$ cat src/xcmf_pkg.sv
`timescale 1ns / 1ps
// ---------------------------------------------------------------------------
// xcmf_pkg
// Types and codes shared by the framer modules: item and result words,
// register indexes, status codes and the internal result-run record.
// ---------------------------------------------------------------------------
package xcmf_pkg;

	localparam int RunMax = 6;

	// input item
	typedef struct packed {
		logic        mode;
		logic [7:0]  msg_type;
		logic [15:0] payload_length;
		logic [7:0]  data_byte;
	} in_t;

	// result word
	typedef struct packed {
		logic [7:0] tx_byte;
		logic [1:0] status;
		logic       last_of_run;
	} out_t;

	localparam logic MODE_HEADER  = 1'b0;
	localparam logic MODE_PAYLOAD = 1'b1;

	localparam logic [1:0] ST_FRAME  = 2'd0;
	localparam logic [1:0] ST_REJECT = 2'd1;
	localparam logic [1:0] ST_STRAY  = 2'd2;

	localparam logic [1:0] CFG_START = 2'd0;
	localparam logic [1:0] CFG_STOP  = 2'd1;
	localparam logic [1:0] CFG_LIMIT = 2'd2;

	typedef struct packed {
		logic [7:0]  start_marker;
		logic [7:0]  stop_marker;
		logic [15:0] payload_limit;
	} cfg_t;

	// words caused by one item; entry 0 goes out first
	typedef struct packed {
		logic [RunMax-1:0][7:0] bytes;
		logic [2:0]             cnt;
		logic [1:0]             status;
	} run_t;

endpackage

$ cat src/xcmf_cfg.sv
`timescale 1ns / 1ps
// ---------------------------------------------------------------------------
// xcmf_cfg
// Configuration register file: start marker, stop marker, payload limit.
// ---------------------------------------------------------------------------
module xcmf_cfg (
	input  logic                clk,
	input  logic                arst_n,
	input  logic                cfg_valid,
	output logic                cfg_ready,
	input  logic [1:0]          cfg_index,
	input  logic [15:0]         cfg_data,
	output xcmf_pkg::cfg_t      cfg
);
	import xcmf_pkg::*;

	cfg_t cfg_q;

	assign cfg_ready = 1'b1;
	assign cfg      = cfg_q;

	always_ff @(posedge clk or negedge arst_n) begin
		if (!arst_n) begin
			cfg_q.start_marker  <= 8'd2;
			cfg_q.stop_marker   <= 8'd3;
			cfg_q.payload_limit <= 16'd256;
		end else if (cfg_valid) begin
			unique case (cfg_index)
				CFG_START: cfg_q.start_marker  <= cfg_data[7:0];
				CFG_STOP:  cfg_q.stop_marker   <= cfg_data[7:0];
				CFG_LIMIT: cfg_q.payload_limit <= cfg_data;
				default:   ; // writes beyond the map are dropped
			endcase
		end
	end

endmodule

$ cat src/xcmf_core.sv
`timescale 1ns / 1ps
// ---------------------------------------------------------------------------
// xcmf_core
// Frame state and the single-pass logic that turns one item into its run of
// output words.
// ---------------------------------------------------------------------------
module xcmf_core (
	input  logic              clk,
	input  logic              arst_n,
	input  logic              load,
	input  xcmf_pkg::in_t     item,
	input  xcmf_pkg::cfg_t    cfg,
	output xcmf_pkg::run_t    run
);
	import xcmf_pkg::*;

	logic        open_q,  open_d;
	logic [15:0] rem_q,   rem_d;
	logic [7:0]  csum_q,  csum_d;

	logic [7:0]  lo, hi, hdr_csum, pay_csum;
	logic [15:0] rem_dec;

	always_comb begin
		lo       = item.payload_length[7:0];
		hi       = item.payload_length[15:8];
		hdr_csum = lo ^ hi ^ item.msg_type;
		pay_csum = csum_q ^ item.data_byte;
		rem_dec  = rem_q - 16'd1;

		run    = '0;
		open_d = open_q;
		rem_d  = rem_q;
		csum_d = csum_q;

		if (item.mode == MODE_HEADER) begin
			// a header always abandons whatever frame was open
			open_d = 1'b0;
			rem_d  = '0;
			csum_d = '0;
			if (item.payload_length > cfg.payload_limit) begin
				run.cnt    = 3'd1;
				run.status = ST_REJECT;
			end else begin
				run.bytes[0] = cfg.start_marker;
				run.bytes[1] = lo;
				run.bytes[2] = hi;
				run.bytes[3] = item.msg_type;
				run.status   = ST_FRAME;
				if (item.payload_length == '0) begin
					run.bytes[4] = hdr_csum;
					run.bytes[5] = cfg.stop_marker;
					run.cnt      = 3'd6;
				end else begin
					run.cnt = 3'd4;
					open_d  = 1'b1;
					rem_d   = item.payload_length;
					csum_d  = hdr_csum;
				end
			end
		end else if (!open_q || rem_q == '0) begin
			open_d     = 1'b0;
			rem_d      = '0;
			run.cnt    = 3'd1;
			run.status = ST_STRAY;
		end else begin
			run.bytes[0] = item.data_byte;
			run.status   = ST_FRAME;
			if (rem_dec == '0) begin
				run.bytes[1] = pay_csum;
				run.bytes[2] = cfg.stop_marker;
				run.cnt      = 3'd3;
				open_d       = 1'b0;
				rem_d        = '0;
				csum_d       = '0;
			end else begin
				run.cnt = 3'd1;
				rem_d   = rem_dec;
				csum_d  = pay_csum;
			end
		end
	end

	always_ff @(posedge clk or negedge arst_n) begin
		if (!arst_n) begin
			open_q <= 1'b0;
			rem_q  <= '0;
			csum_q <= '0;
		end else if (load) begin
			open_q <= open_d;
			rem_q  <= rem_d;
			csum_q <= csum_d;
		end
	end

endmodule

$ cat src/xcmf_ser.sv
`timescale 1ns / 1ps
// ---------------------------------------------------------------------------
// xcmf_ser
// Result register: holds one run of words and shifts it out one word per
// handshake. Takes a new run in the cycle its last word leaves.
// ---------------------------------------------------------------------------
module xcmf_ser (
	input  logic              clk,
	input  logic              arst_n,
	input  logic              load,
	input  xcmf_pkg::run_t    run,
	output logic              busy,
	output logic              done,
	output logic              out_valid,
	input  logic              out_stall,
	output xcmf_pkg::out_t    result
);
	import xcmf_pkg::*;

	logic                   valid_q;
	logic [2:0]             cnt_q;
	logic [RunMax-1:0][7:0] bytes_q;
	logic [1:0]             status_q;
	logic                   take;

	assign take      = valid_q && !out_stall;
	assign busy      = valid_q;
	assign done      = take && cnt_q == 3'd1;
	assign out_valid = valid_q;

	assign result.tx_byte     = bytes_q[0];
	assign result.status      = status_q;
	assign result.last_of_run = (cnt_q == 3'd1);

	always_ff @(posedge clk or negedge arst_n) begin
		if (!arst_n) begin
			valid_q <= 1'b0;
			cnt_q   <= '0;
		end else if (load) begin
			valid_q <= 1'b1;
			cnt_q   <= run.cnt;
		end else if (take) begin
			valid_q <= (cnt_q != 3'd1);
			cnt_q   <= cnt_q - 3'd1;
		end
	end

	always_ff @(posedge clk) begin
		if (load) begin
			bytes_q  <= run.bytes;
			status_q <= run.status;
		end else if (take) begin
			bytes_q <= {8'h00, bytes_q[RunMax-1:1]};
		end
	end

endmodule

$ cat src/xor_checksum_message_framer_top.sv
`timescale 1ns / 1ps
// ---------------------------------------------------------------------------
// xor_checksum_message_framer_top
// Start/stop byte framer with XOR checksum over length, type and payload.
// ---------------------------------------------------------------------------
// Each accepted item produces a run of 1 to 6 output words (header: 1, 4 or
// 6; payload byte: 1 or 3). The first word of a run is valid the cycle after
// the item is accepted. A payload byte inside a frame makes a one-word run, so
// a payload streams at one byte per cycle while the output is not stalled; an
// item with a longer run stalls the input until its last word is taken, also
// through any output stall. The limit is the single result register, which
// shifts out one word per handshake and takes the next item in the same
// cycle its last word leaves. Configuration writes are always ready and
// must be made while no run is in flight.
module xor_checksum_message_framer_top (
	input  logic              clk,
	input  logic              arst_n,
	input  logic              in_valid,
	output logic              in_stall,
	input  xcmf_pkg::in_t     item,
	output logic              out_valid,
	input  logic              out_stall,
	output xcmf_pkg::out_t    result,
	input  logic              cfg_valid,
	output logic              cfg_ready,
	input  logic [1:0]        cfg_index,
	input  logic [15:0]       cfg_data
);
	import xcmf_pkg::*;

	cfg_t cfg;
	run_t run;
	logic busy, done, load;

	assign in_stall = busy && !done;
	assign load     = in_valid && !in_stall;

	xcmf_cfg u_cfg (
		.clk       (clk),
		.arst_n    (arst_n),
		.cfg_valid (cfg_valid),
		.cfg_ready (cfg_ready),
		.cfg_index (cfg_index),
		.cfg_data  (cfg_data),
		.cfg       (cfg)
	);

	xcmf_core u_core (
		.clk    (clk),
		.arst_n (arst_n),
		.load   (load),
		.item   (item),
		.cfg    (cfg),
		.run    (run)
	);

	xcmf_ser u_ser (
		.clk       (clk),
		.arst_n    (arst_n),
		.load      (load),
		.run       (run),
		.busy      (busy),
		.done      (done),
		.out_valid (out_valid),
		.out_stall (out_stall),
		.result    (result)
	);

endmodule

$ cat config.mk
export PLATFORM = sky130hd
export DESIGN_NAME = xor_checksum_message_framer_top
export DESIGN_NICKNAME = d
export VERILOG_FILES = /design/src/xcmf_pkg.sv /design/src/xcmf_cfg.sv /design/src/xcmf_core.sv /design/src/xcmf_ser.sv /design/src/xor_checksum_message_framer_top.sv
export SDC_FILE = /design/constraint.sdc
export NUM_CORES = 1
export LEC_CHECK = 0
export CORE_MARGIN = 4
export CORE_UTILIZATION = 35
export CTS_BUF_LIST = sky130_fd_sc_hd__clkbuf_8 sky130_fd_sc_hd__clkbuf_16
export CTS_CLUSTER_DIAMETER = 60
export DETAILED_ROUTE_END_ITERATION = 10
export DONT_BUFFER_PORTS = 1
export PLACE_DENSITY = 0.56
export SYNTH_ARGS = -nofsm -noshare
export SYNTH_HDL_FRONTEND = slang
export SYNTH_SLANG_ARGS = --single-unit
$ cat constraint.sdc
create_clock -name clk -period 8.5 [get_ports clk]
set_clock_uncertainty 0.2 [all_clocks]
set_input_delay 0.85 -clock clk [delete_from_list [all_inputs] [get_ports clk]]
set_output_delay 0.85 -clock clk [all_outputs]
set_load 0.01 [all_outputs]
==> results_dict.tcl <==
set metrics [dict create \
    synthFlopType "dfrtp_1" \
    start_kind "register" \
    synth_area_leaders "edfxtp_1 (25%), dfrtp_1 (24%), mux2_2 (6.1%)" \
    netSwitchingPower_mw 0.565 \
    power.total_mw 1.72 \
    grt_antenna_before_repair 0 \
    cts_tree "yes" \
    arrival_ps 4240 \
    clock-sinks 111 \
    fin_crit_ps 4220 \
    finalHoldViolCount 0 \
    grt_max_degree 67 \
    netlist_area_sq_mm 0.00595 \
    end_kind "register" \
    critPathMaxFanout 66 \
    grt_pass1_wl_um 25400 \
    synth-edff-count 50 \
    synth_xor_area_share_pct 3.98 \
    comb_power_share_pct 27.7 \
    clk_pin_slew_ps 80 \
    yosysSeqAreaShare_pct 51.0 \
    drt.antenna.violating_nets 0 \
    wl_met1_um 6950 \
    tightest_slew_ps 1320 \
    cts_resized 0 \
    p_clk_share_pct 23.5 \
    globalRouteTotalUtil_pct 17.1 \
    ys_ff_latch 111 \
    cts_buffer_depth 2 \
    netlist_instances 507 \
    drv_cap 0 \
    reg2regPathDepth 10 \
    top_layer_used "met4" \
    final_common_cell "dfrtp_1" \
    vias_per_cell 5.85 \
    final_cells 719 \
    p_int_mw 1.16 \
    overflow 0 \
    finalNetCount 570 \
    ff2ff_setup_slack_ps 4280 \
    yosys.area.top_type "edfxtp_1" \
    area_growth_syn_to_layout_pct 7.47 \
    cpPeakStageDelay_ps 1100 \
    via_count 4203 \
    avgSynthCellArea_sq_um 11.7 \
    die_h_um 138 \
    die_area_sq_mm 0.0191 \
    drc_errors 0 \
    drtIter0Drc 389 \
    vdd_ir_drop_max_uv 100 \
    fin_tns_setup_ps 0 \
    io_pins 70 \
    hpwl_um 11500 \
    synthMuxAreaShare_pct 6.06 \
    cp_common_cell "inv_1" \
    portBuffers 0 \
    p_seq_share_pct 48.9 \
    timing.rr.start "u_ser.cnt_q[1]$_DFFE_PN0P_" \
    status "completed" \
    drive_above_1_share_pct 14.6 \
    fin_crit_sh_pct 49.6 \
    yosys_warnings 0 \
    critPathKind "reg -> reg" \
    core_area_sq_mm 0.0166 \
    cts_buffers 9 \
    synth_top_area_share_pct 25.2 \
    regToRegEndpoint "u_ser.bytes_q[21]$_DFFE_PP_" \
    rsz0062_at_grt "no" \
    root_buffer "clkbuf_16" \
    switching_share_pct 32.8 \
    slew-limit-headroom_pct 12.0 \
    die_w_um 138 \
    placed_cells 702 \
    utilization_pct 38.4 \
    pwr_density_cell_mw_per_mm2 269 \
    grt_pass1_vias 4221 \
    finalSetupViolCount 0 \
    htree_num_levels 3 \
    drtPass1Iterations 5 \
    syn_nets 583 \
    cp_cell_sequence "inv_1, ha_1, nand2b_1, o21ai_0, nand2_2, buf_4, inv_1, nand2_1, nor2_1, a221o_1" \
    dr_wl_met2_um 7810 \
    rows 47 \
    leakagePower_nw 2.57 \
    clk_latency_ps 360 \
    wl_um 16300 \
    dr_wl_met3_um 1400 \
    antenna_cells 0 \
    slew_viol_final 0 \
    crit_required_ps 8520 \
    final_cell_mix "dfrtp_1 (57), edfxtp_1 (50), a221o_1 (34), mux2_2 (32), inv_1 (30)" \
    fmax_mhz 237 \
    hp-class "in -> async" \
    start_util_pct 35.7 \
    cp_slowest_cell "nor2_1" \
    async_flop_share_pct 55.0 \
    wire_per_inst_um 22.7 \
    gp_congestion 0.861 \
    synthSimpleGateAreaFrac_pct 14.3 \
    synth_top_family_by_area "compound AO/OA/AOI/OAI gates" \
    ys_types 56 \
    synth_compound_area_share_pct 15.4 \
    synthAdderAreaFrac_pct 4.21 \
    holdWs_ps 124 \
]
-- sequential cells by signal (all words and copies together), names as in the netlist --
register,flops
u_cfg.cfg,32
u_core.csum_q,8
u_core.open_q,1
u_core.rem_q,16
u_ser.busy,1
u_ser.bytes_q,40
u_ser.cnt_q,3
u_ser.result,8
u_ser.status_q,2
-- worst max path at each step --
| stage | cells after the start | end | slack (ps) | from |
|---|---|---|---|---|
| 6_report | 10 | u_ser.bytes_q[21]$_DFFE_PP_ | 4280 | u_ser.cnt_q[1]$_DFFE_PN0P_ |
| 5_1_grt | 10 | u_ser.bytes_q[20]$_DFFE_PP_ | 3950 | u_ser.cnt_q[1]$_DFFE_PN0P_ |
| 4_1_cts | 10 | u_ser.bytes_q[21]$_DFFE_PP_ | 4270 | u_ser.cnt_q[1]$_DFFE_PN0P_ |
| 3_5_place_dp | 7 | u_ser.bytes_q[12]$_DFFE_PP_ | 4090 | out_stall |
| 3_3_place_gp | 7 | u_ser.bytes_q[17]$_DFFE_PP_ | 4240 | out_stall |
| 2_1_floorplan | 9 | u_ser.bytes_q[26]$_DFFE_PP_ | 5180 | item[15] |
-- critical path: cells and delay by family (launching register included) --
family | cells | cell delay [ps]
simple gates | 4 | 1640
buf+inv | 3 | 1030
compound gates | 2 | 630
flops | 1 | 380
fa+ha+maj | 1 | 140
-- layer usage --
metal  GRT usage [%]  vias up
met3            5.25       13
met5               0        -
li1                -     1898
met4            3.69        0
met2            27.7      153
met1            22.8     2139
-- synth_stat cells, types with 2 or more instances --
| master | number |
|---|---|
| a211o_1 | 3 |
| a211oi_1 | 3 |
| a21o_1 | 7 |
| a21oi_1 | 18 |
| a221o_1 | 34 |
| a22o_1 | 8 |
| and2_1 | 16 |
| and3_1 | 19 |
| and4b_1 | 7 |
| buf_4 | 10 |
| clkbuf_1 | 18 |
| clkbuf_8 | 3 |
| dfrtp_1 | 57 |
| dfstp_2 | 4 |
| edfxtp_1 | 50 |
| ha_1 | 20 |
| inv_1 | 29 |
| mux2_2 | 32 |
| nand2_1 | 21 |
| nand2b_1 | 9 |
| nand3_1 | 4 |
| nand3b_1 | 2 |
| nand4_1 | 3 |
| nor2_1 | 16 |
| nor2b_1 | 3 |
| nor3_1 | 7 |
| nor3b_1 | 4 |
| nor4_1 | 11 |
| o211ai_1 | 5 |
| o21ai_0 | 12 |
| o221ai_1 | 8 |
| o31ai_1 | 9 |
| or3_1 | 3 |
| or3_4 | 2 |
| or4_1 | 3 |
| or4_4 | 2 |
| xnor2_1 | 10 |
| xor2_1 | 17 |
-- final cells by class --
class,count,area (sq um)
timing repair buffer,8,80.1
sequential,111,3030
tap,220,275
fill,1627,10200
inverter,29,109
clock inverter,7,48.8
clock buffer,9,225
multi-input combinational,335,2620
-- power by group through the flow --
stage                     Clock [mW]  Sequential (mW)  Combinational, mW
after global routing           0.435            0.858              0.535
after floorplan                    0            0.804              0.402
after global placement             0            0.845              0.455
after detailed placement           0            0.850              0.468
final                          0.404            0.842              0.476
after CTS                      0.412            0.841              0.478
-- metrics by stage --
| step | cell area, sq um | setup slack (ps) |
|---|---|---|
| after floorplan | 5950 | 5180 |
| after global placement | 6090 | 4240 |
| after detailed placement | 6090 | 4090 |
| after CTS | 6390 | 4270 |
| after global routing | 6390 | 3950 |
| final | 6390 | 4280 |
-- cell families after synthesis --
| logic type | after synthesis |
|---|---|
| AND/OR/NAND/NOR | 139 |
| AO/OA/AOI/OAI | 116 |
| flip-flops | 111 |
| buffers and inverters | 61 |
| multiplexers | 32 |
| XOR/XNOR | 27 |
| adder cells (fa/ha/maj) | 20 |
| other | 1 |
-- repair_timing --
item | 4_1_cts | 5_1_grt
setup endpoints to repair | 0 | 0
setup buffers | 0 | 0
endpoints found under the hold margin | 57 | 0
hold buffers | 1 | 0
Note: power is estimated with default switching activity, not from simulation.
